[src/rtl/core/hpq_pkg.sv]
// hpq_pkg: shared types and constants of the indexed min-heap queue
// holds the command and status bundles between controller and datapath
// no dependencies
package hpq_pkg;

    // fixed widths of the port fields
    localparam int OP_W      = 2;
    localparam int IN_ID_W   = 8;
    localparam int IN_KEY_W  = 32;
    localparam int OUT_ID_W  = 8;
    localparam int OUT_KEY_W = 32;
    localparam int STATUS_W  = 3;
    localparam int COUNT_W   = 9;

    // operation codes
    localparam logic [OP_W-1:0] OP_PUSH = 2'd0;
    localparam logic [OP_W-1:0] OP_POP  = 2'd1;

    // result status codes
    localparam logic [STATUS_W-1:0] ST_INSERTED = 3'd0;
    localparam logic [STATUS_W-1:0] ST_UPDATED  = 3'd1;
    localparam logic [STATUS_W-1:0] ST_POPPED   = 3'd2;
    localparam logic [STATUS_W-1:0] ST_EMPTY    = 3'd3;
    localparam logic [STATUS_W-1:0] ST_FULL     = 3'd4;

    // heap read address select
    localparam logic [2:0] HR_ROOT   = 3'd0;
    localparam logic [2:0] HR_POS    = 3'd1;
    localparam logic [2:0] HR_PARENT = 3'd2;
    localparam logic [2:0] HR_LEFT   = 3'd3;
    localparam logic [2:0] HR_RIGHT  = 3'd4;
    localparam logic [2:0] HR_LAST   = 3'd5;

    // heap write select
    localparam logic [1:0] HW_NONE   = 2'd0;
    localparam logic [1:0] HW_PARENT = 2'd1;
    localparam logic [1:0] HW_BEST   = 2'd2;
    localparam logic [1:0] HW_CUR    = 2'd3;

    typedef struct packed {
        logic                accept;
        logic [2:0]          hrd;
        logic [1:0]          hwr;
        logic                clr_wr;
        logic                pos_from_q;
        logic                pos_insert;
        logic                pos_parent;
        logic                pos_best;
        logic                pos_root;
        logic                cur_from_q;
        logic                cnt_dec;
        logic                cnt_zero;
        logic                best_left;
        logic                best_right;
        logic                ld_top;
        logic                st_ld;
        logic [STATUS_W-1:0] st_code;
        logic                fin;
    } cmd_t;

    typedef struct packed {
        logic present;
        logic full;
        logic empty;
        logic single;
        logic at_root;
        logic less_parent;
        logic left_ok;
        logic right_ok;
        logic moved;
        logic out_free;
        logic clr_last;
    } stat_t;

endpackage

[src/rtl/core/hpq_ctrl.sv]
// hpq_ctrl: sequencer of the indexed min-heap queue
// walks lookup, sift-up and sift-down steps and drives datapath commands
// depends on hpq_pkg
module hpq_ctrl (
    input  logic                        clk,
    input  logic                        rst_n,
    input  logic                        in_valid,
    output logic                        in_stall,
    input  logic [hpq_pkg::OP_W-1:0]    op,
    input  hpq_pkg::stat_t              stat,
    output hpq_pkg::cmd_t               cmd
);

    localparam logic [3:0] S_CLR    = 4'd0;
    localparam logic [3:0] S_IDLE   = 4'd1;
    localparam logic [3:0] S_PLOOK  = 4'd2;
    localparam logic [3:0] S_PCHK   = 4'd3;
    localparam logic [3:0] S_UP_RD  = 4'd4;
    localparam logic [3:0] S_UP_CMP = 4'd5;
    localparam logic [3:0] S_DN_RD  = 4'd6;
    localparam logic [3:0] S_DN_L   = 4'd7;
    localparam logic [3:0] S_DN_R   = 4'd8;
    localparam logic [3:0] S_DN_MV  = 4'd9;
    localparam logic [3:0] S_WR_CUR = 4'd10;
    localparam logic [3:0] S_POP1   = 4'd11;
    localparam logic [3:0] S_POP2   = 4'd12;
    localparam logic [3:0] S_FIN    = 4'd13;

    logic [3:0] state_reg;
    logic [3:0] state_next;
    logic       down_reg;
    logic       down_next;

    assign in_stall = state_reg != S_IDLE;

    // state and sift-down flag
    always_ff @(posedge clk or negedge rst_n)
    begin
        if (!rst_n)
        begin
            state_reg <= S_CLR;
            down_reg  <= 1'b0;
        end
        else
        begin
            state_reg <= state_next;
            down_reg  <= down_next;
        end
    end

    // next state and commands
    always_comb
    begin
        cmd        = '0;
        cmd.hrd    = hpq_pkg::HR_ROOT;
        cmd.hwr    = hpq_pkg::HW_NONE;
        state_next = state_reg;
        down_next  = down_reg;
        unique case (state_reg)
            S_CLR:
            begin
                cmd.clr_wr = 1'b1;
                if (stat.clr_last)
                begin
                    state_next = S_IDLE;
                end
            end
            S_IDLE:
            begin
                if (in_valid)
                begin
                    cmd.accept = 1'b1;
                    if (op[1])
                    begin
                        cmd.cnt_zero = 1'b1;
                        cmd.st_ld    = 1'b1;
                        cmd.st_code  = hpq_pkg::ST_INSERTED;
                        state_next   = S_FIN;
                    end
                    else if (op == hpq_pkg::OP_POP)
                    begin
                        cmd.st_ld = 1'b1;
                        if (stat.empty)
                        begin
                            cmd.st_code = hpq_pkg::ST_EMPTY;
                            state_next  = S_FIN;
                        end
                        else
                        begin
                            cmd.st_code = hpq_pkg::ST_POPPED;
                            cmd.hrd     = hpq_pkg::HR_ROOT;
                            state_next  = S_POP1;
                        end
                    end
                    else
                    begin
                        state_next = S_PLOOK;
                    end
                end
            end
            S_PLOOK:
            begin
                cmd.pos_from_q = 1'b1;
                cmd.hrd        = hpq_pkg::HR_POS;
                state_next     = S_PCHK;
            end
            S_PCHK:
            begin
                cmd.st_ld = 1'b1;
                if (stat.present)
                begin
                    cmd.st_code = hpq_pkg::ST_UPDATED;
                    down_next   = 1'b1;
                    state_next  = S_UP_RD;
                end
                else if (stat.full)
                begin
                    cmd.st_code = hpq_pkg::ST_FULL;
                    state_next  = S_FIN;
                end
                else
                begin
                    cmd.st_code    = hpq_pkg::ST_INSERTED;
                    cmd.pos_insert = 1'b1;
                    down_next      = 1'b0;
                    state_next     = S_UP_RD;
                end
            end
            S_UP_RD:
            begin
                if (stat.at_root)
                begin
                    state_next = down_reg ? S_DN_RD : S_WR_CUR;
                end
                else
                begin
                    cmd.hrd    = hpq_pkg::HR_PARENT;
                    state_next = S_UP_CMP;
                end
            end
            S_UP_CMP:
            begin
                if (stat.less_parent)
                begin
                    cmd.hwr        = hpq_pkg::HW_PARENT;
                    cmd.pos_parent = 1'b1;
                    state_next     = S_UP_RD;
                end
                else
                begin
                    state_next = down_reg ? S_DN_RD : S_WR_CUR;
                end
            end
            S_DN_RD:
            begin
                if (stat.left_ok)
                begin
                    cmd.hrd    = hpq_pkg::HR_LEFT;
                    state_next = S_DN_L;
                end
                else
                begin
                    state_next = S_WR_CUR;
                end
            end
            S_DN_L:
            begin
                cmd.best_left = 1'b1;
                if (stat.right_ok)
                begin
                    cmd.hrd    = hpq_pkg::HR_RIGHT;
                    state_next = S_DN_R;
                end
                else
                begin
                    state_next = S_DN_MV;
                end
            end
            S_DN_R:
            begin
                cmd.best_right = 1'b1;
                state_next     = S_DN_MV;
            end
            S_DN_MV:
            begin
                if (stat.moved)
                begin
                    cmd.hwr      = hpq_pkg::HW_BEST;
                    cmd.pos_best = 1'b1;
                    state_next   = S_DN_RD;
                end
                else
                begin
                    state_next = S_WR_CUR;
                end
            end
            S_WR_CUR:
            begin
                cmd.hwr    = hpq_pkg::HW_CUR;
                state_next = S_FIN;
            end
            S_POP1:
            begin
                cmd.ld_top = 1'b1;
                if (stat.single)
                begin
                    cmd.cnt_zero = 1'b1;
                    state_next   = S_FIN;
                end
                else
                begin
                    cmd.hrd    = hpq_pkg::HR_LAST;
                    state_next = S_POP2;
                end
            end
            S_POP2:
            begin
                cmd.cur_from_q = 1'b1;
                cmd.cnt_dec    = 1'b1;
                cmd.pos_root   = 1'b1;
                state_next     = S_DN_RD;
            end
            S_FIN:
            begin
                if (stat.out_free)
                begin
                    cmd.fin    = 1'b1;
                    state_next = S_IDLE;
                end
            end
            default:
            begin
                state_next = S_IDLE;
            end
        endcase
    end

endmodule
[config.mk]
export PLATFORM = sky130hd
export DESIGN_NAME = hpq_ctrl
export DESIGN_NICKNAME = d
export VERILOG_FILES = /design/src/rtl/core/hpq_pkg.sv /design/src/rtl/core/hpq_ctrl.sv
export SDC_FILE = /design/constraint.sdc
export NUM_CORES = 1
export LEC_CHECK = 0
export BUFFER_PORTS_ARGS = -buffer_cell sky130_fd_sc_hd__buf_2
export CORE_MARGIN = 2
export CORE_UTILIZATION = 47
export DETAILED_ROUTE_END_ITERATION = 10
export PLACE_DENSITY = 0.84
export SETUP_SLACK_MARGIN = 0.4
export SYNTH_ARGS = -nofsm -noshare
export SYNTH_HDL_FRONTEND = slang
export SYNTH_SLANG_ARGS = --single-unit
[constraint.sdc]
create_clock -name clk -period 4.6 [get_ports clk]
set_input_delay 0.92 -clock clk [delete_from_list [all_inputs] [get_ports clk]]
set_output_delay 0.92 -clock clk [all_outputs]
set_load 0.03 [all_outputs]
### Word-level counts from Yosys, hierarchy flattened

Index checks and enable logic that the tools add are counted.

* input port bits: 16
* flip-flop bits (word level): 5
* output and inout bits: 24

* reductions and logical operators: 3
* eq/ne operators: 19
* mux-type cells: 54

Operators with widths (count)
* $mux W4: 16
* $pmux W4 S14: 1
* $eq A4 B4 Y1 const B: 6
* $mux W1: 24
* $mux W3: 6
* $pmux W3 S6: 1
* $eq A4 B3 Y1 const B: 4
* $eq A4 B2 Y1 const B: 2
* $pmux W4 S2: 1
* $mux W2: 3
* $ne A2 B2 Y1 const B: 3
* $pmux W2 S3: 1
* $eq A4 B1 Y1 const B: 1
* $logic_not A4 Y1: 1
* $ne A4 B1 Y1 const B: 1
* $reduce_and A3 Y1: 1
* $eq A2 B1 Y1 const B: 1
* $ne A2 B1 Y1 const B: 1
* $pmux W1 S2: 1
* $reduce_and A2 Y1: 1

### Depth between registers and ports, before layout

Gate-level depths: netlist of the first run.

* depth after elaboration: 5
* gate-level depth with buffers: 7
* depth with buffers taken out: 5

### Worst setup path before layout of the first run

No wires, ideal clock.

* kind: input to output
* from: input stat[6] (netlist name)
* to: output cmd[20] (netlist name)
* stages: 1
* buffers on the path: 0
* arrival: 2.164 ns
* slack: 1.516 ns
* path through: a2111oi_1

* longest elaborated chain between the ends: 2

Ends and longest elaborated chain
* start, declared: line hpq_ctrl.sv:10 `input hpq_pkg::stat_t stat,`
* $mux W2: line hpq_ctrl.sv:131 `if (stat.at_root)`
* $pmux W3 S6: line hpq_ctrl.sv:59 `unique case (state_reg)`
* end, declared: line hpq_ctrl.sv:11 `output hpq_pkg::cmd_t cmd`

Every way passes these cells.

==> metrics.txt, run 1 <==
Setup Fix Bufs, Post-CTS=0; Core Box Area=between 1000 and 1500 sq um; share of cells above drive strength 1=a little under a third; global route total overflow=0; clk sinks=5; clock latency on the worst-skew pair=between 0.2 and 0.25 ns; worst hold slack=roughly 0.49 ns; DRC=0; first-pass GRT wire length=3339 microns; total CTS buffers=3; Min-Delay Path Class=input pin to async pin; GRT Total Usage=between 20% and 30%; Ys Warns=0; Max Fclk=approximately 320 MHz; vias in the first global route=791; DP Wirelength=1628 microns; Vias=between 900 and 1000; Post-Syn Nets=between 100 and 150; Die Span Y=roughly 43 microns; post-route ant nets=0; slowest cell on the critical path=dfrtp_1; Clk pin slew, worst setup/hold paths=0.04 ns; vias per cell=between 6 and 7; clk buf depth=2; DR iter-0 viols=42; hold buffers post-CTS=0; Startpoint Class=flip-flop; CP max stage delay=a little over 0.7 ns; post-route minimum period=3.154 ns; DRT Wirelength=roughly 2100 microns; antenna cells=0; commonest cells after routing, fill and taps aside=buf_2, nor2_1, a21oi_1, nand2_1, o21ai_0; TritonCTS clock tree=yes; synthesized instance count=113; initial antenna violation count=0; Yosys cell types=37; Setup crit end kind=output pin; mapped cell area=roughly 730 sq um; Hold Fails Final Rpt=0; Site Rows=14; Final Skew=0.002658 ns; max reg flops=4; Final period util=68.57%; final setup fails=0; IO Count=40; leakage=approximately 0.45 nW; H-Tree Depth=1; CTS-repair resized insts=0; CP Class=flip-flop to output pin; Wirelength per Cell=~13 microns; status=finished, final reports clean; die width=around 43 microns; Worst VDD drop=roughly 0.41 mV; CTS root buffer=clkbuf_4; setup_tns=0 ns; max-cap check violation count=0; routability cong.=between 0.9 and 1; Slew HR=roughly half; crit-path cells=nor2b_1 > nand3_1 > inv_2 > nand4b_1 > a21oi_1 > buf_2; drt first pass iters=4; average size of a mapped cell=around 6.5 sq um; pin count of the biggest net entering global routing=28; CP required=3.68 ns; Layout area overhead=25.34%; power density over the cells=slightly below 700 nW/um^2; Worst Path Arrival=between 2 and 2.5 ns; commonest non-fill, non-tap cell in the layout=buf_2; #FFs+latches synth=5; fin nets=between 150 and 200; Worst Path Max Fanout=21; initial core utilization=between 40% and 50%; RSZ-0062 raised after global routing=no; die area=between 1500 and 2000 sq um; Slew @ Worst Pin=about 0.75 ns; Final Max Slew Viols=0; sequential share of the synthesized area=17.12%; # port buffers=39
## logic make-up (layout without fill, tap and decap cells)
logic type | Yosys count | count (layout) | synth area share, %
buffers and inverters | 15 | 47 | 9.759
AND/OR/NAND/NOR | 53 | 53 | 37.33
AO/OA/AOI/OAI | 40 | 40 | 35.79
flip-flops | 5 | 5 | 17.12
## Yosys cell counts (all sizes together)
master	n	area, sq um
nor3b	3	22.52
a31oi	1	6.260
a22o	1	8.760
a2111oi	1	10.01
o221ai	1	8.760
or2	2	12.51
o21ai	8	40.03
a21o	1	7.510
and3b	1	8.760
nor3	6	30.03
a32o	1	10.01
inv	4	15.01
buf	9	48.79
nand4b	1	8.760
or4	1	7.510
a311o	1	10.01
o32a	1	10.01
o21bai	4	30.03
nor2	15	56.30
a2111o	1	11.26
clkbuf	2	7.510
a311oi	1	8.760
a21oi	14	70.07
dfrtp	5	125.1
nand2b	5	31.28
and3	1	6.260
a211oi	2	15.01
nor2b	4	25.02
nand2	9	33.78
nand3b	2	15.01
nand3	3	15.01
o32ai	1	8.760
o22ai	1	6.260
## stage by stage
stage	setup slack [ns]	std cells	instance area (sq um)	utilization, %	total power (W)
after global placement	1.903	157	889.6	59.75	0.0005553
after global routing	1.241	161	915.9	61.51	0.0006705
after CTS	1.494	161	915.9	61.51	0.0006150
after detailed placement	1.762	157	889.6	59.75	0.0005623
final	1.446	161	915.9	61.51	0.0006196
after floorplan	1.516	113	730.7	-	0.0004749
## layer usage
metal  vias up  wire length [microns]  global-route usage (%)
li1        476                      -                       -
met3         4                    174                   1.250
met1       446                    862                   32.22
met4         0                     29                   10.30
met5         -                      0                       0
met2        51                   1051                   34.63
## report_power, final
group / total, W / internal, W / switching [W]
sequential: 0.000154 / 0.0000653 / 0.0000891
combinational: 0.000417 / 0.000155 / 0.000261
clock: 0.0000484 / 0.0000326 / 0.0000158
total: 0.000620 / 0.000253 / 0.000366
## worst paths after layout
check / from / to / slack (ns) / cells after the start
max in group asynchronous: rst_n / state_reg[1] / 3.99 / 1
setup reg to reg: state_reg[1] / state_reg[0] / 2.57 / 4
setup / recovery: state_reg[0] / cmd[1] / 1.45 / 6
hold / removal: rst_n / down_reg / 0.49 / 1
hold reg to reg: down_reg / down_reg / 0.58 / 2
min in group clk: down_reg / down_reg / 0.58 / 2
## area by class of cell
| class | count | area (sq um) |
|---|---|---|
| inverter | 4 | 15.01 |
| multi-input combinational | 93 | 534.3 |
| clock buffer | 4 | 26.28 |
| sequential | 5 | 125.1 |
| fill | 140 | 573.1 |
| timing repair buffer | 39 | 195.2 |
| tap | 16 | 20.02 |
## critical path, delay by kind of cell (launching register included)
kind / cells / cell delay [ns]
AND/OR/NAND/NOR: 3 / 0.82
flip-flops: 1 / 0.71
buffers and inverters: 2 / 0.32
AO/OA/AOI/OAI: 1 / 0.15
No activity file was read; power rests on OpenSTA's default activity.
==> run 2: changes to the inputs <==
--- a/config.mk
+++ b/config.mk
@@ -7,9 +7,9 @@
 export LEC_CHECK = 0
 export BUFFER_PORTS_ARGS = -buffer_cell sky130_fd_sc_hd__buf_2
 export CORE_MARGIN = 2
-export CORE_UTILIZATION = 47
+export CORE_UTILIZATION = 44
 export DETAILED_ROUTE_END_ITERATION = 10
-export PLACE_DENSITY = 0.84
+export PLACE_DENSITY = 0.79
 export SETUP_SLACK_MARGIN = 0.4
 export SYNTH_ARGS = -nofsm -noshare
 export SYNTH_HDL_FRONTEND = slang
==> constraint.sdc (replaced) <==
create_clock -name clk -period 3.2 [get_ports clk]
set_input_delay 0.64 -clock clk [delete_from_list [all_inputs] [get_ports clk]]
set_output_delay 0.64 -clock clk [all_outputs]
set_load 0.03 [all_outputs]
==> run 2 against run 1 <==
Effect of this change: largest cell class unchanged; final area rose by 1.9%; clock-buffer cell count did not move; critical path depth fell by 2; clock skew fell by 0.0023 ns; worst setup slack got worse by 0.77 ns; sequential share of layout area fell by 0.26 points.
==> metrics.txt, run 2 (synthesis gave the netlist of run 1 again) <==
status=finished, final reports clean; Min-Delay Path Class=input pin to async pin; fin nets=around 160; fin cells=~160; RSZ-0062 raised after global routing=no; post-route minimum period=2.529 ns; Wirelength per Cell=13.65 microns; worst reg2reg setup slack=~1.2 ns; final setup fails=0; CP required=~2.6 ns; DRT Wirelength=2225 microns; RR Endpoint=state_reg[0]; Core Box Area=1524 sq um; die width=about 45 microns; IO Count=40; initial antenna violation count=0; Worst Path Max Fanout=16; vias per cell=between 5 and 6; share of cells above drive strength 1=32.65%; commonest non-fill, non-tap cell in the layout=buf_2; Final Skew=about 0.00034 ns; CP Class=flip-flop to output pin; Clk pin slew, worst setup/hold paths=around 0.04 ns; Worst VDD drop=about 0.57 mV; met1 WL=between 900 and 1000 microns; Layout area overhead=27.74%; clk buf depth=2; DP Area=between 900 and 1000 sq um; CP max stage delay=roughly 0.63 ns; met3 routed WL=between 150 and 200 microns; Worst Path Arrival=roughly 1.9 ns; Final Max Slew Viols=0; CTS root buffer=clkbuf_4; cell count of the worst reg-to-reg path=4; global route total overflow=0; Slew @ Worst Pin=between 0.5 and 0.6 ns; clk sinks=5; slowest cell on the critical path=dfrtp_1; initial core utilization=between 40% and 50%; total CTS buffers=3; DR iter-0 viols=63; commonest cells after routing, fill and taps aside=buf_2, nor2_1, a21oi_1, nand2_1, o21ai_0; clock latency on the worst-skew pair=0.24 ns; DRC=0; Fill cells=approximately 140; max-cap check violation count=0; H-Tree Depth=1; TritonCTS clock tree=yes; # port buffers=39; Vias=~960; Final period util=roughly four fifths; power density over the cells=a little under 1000 nW/um^2; first-pass GRT wire length=about 3600 microns; max reg flops=4; Top Layer Used=met4; routability cong.=roughly 0.93; r2r startpoint=state_reg[3]; Die Span Y=roughly 45 microns; GRT Total Usage=between 20% and 30%; Setup crit end kind=output pin; crit-path cells=buf_4 > inv_1 > a2111oi_1 > buf_2; Startpoint Class=flip-flop; Max Fclk=about 400 MHz; Post-Place Cells=approximately 160; die area=approximately 2000 sq um; DP Wirelength=1714 microns; Hold Fails Final Rpt=0; leakage=around 0.46 nW; vias in the first global route=between 800 and 900; Site Rows=14; drt first pass iters=4; design area=just over 900 sq um; post-route ant nets=0; setup_tns=0 ns; pin count of the biggest net entering global routing=23; antenna cells=0; Slew HR=about 62%; routed wire length on met2=roughly 1100 microns
==> run 2: changes by cell type in the layout (fill, tap and decap cells not counted), sizes merged <==
cell | before | now
buf | 39 | 41
==> run 2: routing by layer <==
layer	track usage, %	vias to the layer above
met5	0	-
met4	13.33	0
met3	3.600	4
met2	38.55	41
met1	30.77	434
li1	-	477
==> run 2: cell type report <==
| type | instances | area, sq um | share of cell area, % |
|---|---|---|---|
| Clock buffer | 4 | 26.28 | 2.815 |
| Inverter | 4 | 15.01 | 1.609 |
| Multi-Input combinational cell | 93 | 536.8 | 57.51 |
| Sequential cell | 5 | 125.1 | 13.40 |
| Tap cell | 16 | 20.02 | 2.145 |
| Timing Repair Buffer | 41 | 210.2 | 22.52 |
==> run 2: worst max-delay path by stage <==
stage	start	endpoint	slack (ns)	depth (start not counted)
after floorplan	state_reg[1]	cmd[10]	0.65	5
after global placement	state_reg[1]	cmd[1]	0.97	6
after detailed placement	state_reg[1]	cmd[1]	0.86	6
after CTS	state_reg[1]	cmd[1]	0.60	6
after global routing	state_reg[1]	cmd[20]	0.49	4
final	state_reg[1]	cmd[20]	0.67	4
==> run 2: through the flow <==
step / hold WS, ns / worst slack, ns / utilization (%) / total power, W
floorplan: 0.3444 / 0.6521 / - / 0.0006826
global placement: 0.4528 / 0.9661 / 59.36 / 0.0008318
detailed placement: 0.4548 / 0.8627 / 59.36 / 0.0008362
CTS: 0.1956 / 0.5953 / 61.08 / 0.0009118
global route: 0.1937 / 0.4855 / 61.25 / 0.0009972
finish: 0.2054 / 0.6714 / 61.25 / 0.0009192
==> run 2: where the power goes <==
part           leakage [nW]  switching [W]  internal, W   total, W
Clock                0.0150      0.0000230    0.0000470  0.0000699
Sequential           0.0609      0.0000833    0.0000949   0.000178
Combinational         0.385       0.000431     0.000240   0.000671
==> run 2: what timing repair did <==
item	4_1_cts	5_1_grt
gates resized for setup	0	1
hold buffers	0	0
setup buffers	0	0
setup endpoints to repair	0	1
==> run 2: critical path: cells and delay by family, from the launching register on <==
| family | cells | cell delay [ns] |
|---|---|---|
| AO/OA/AOI/OAI | 1 | 0.39 |
| buffers and inverters | 3 | 0.63 |
| flip-flops | 1 | 0.63 |
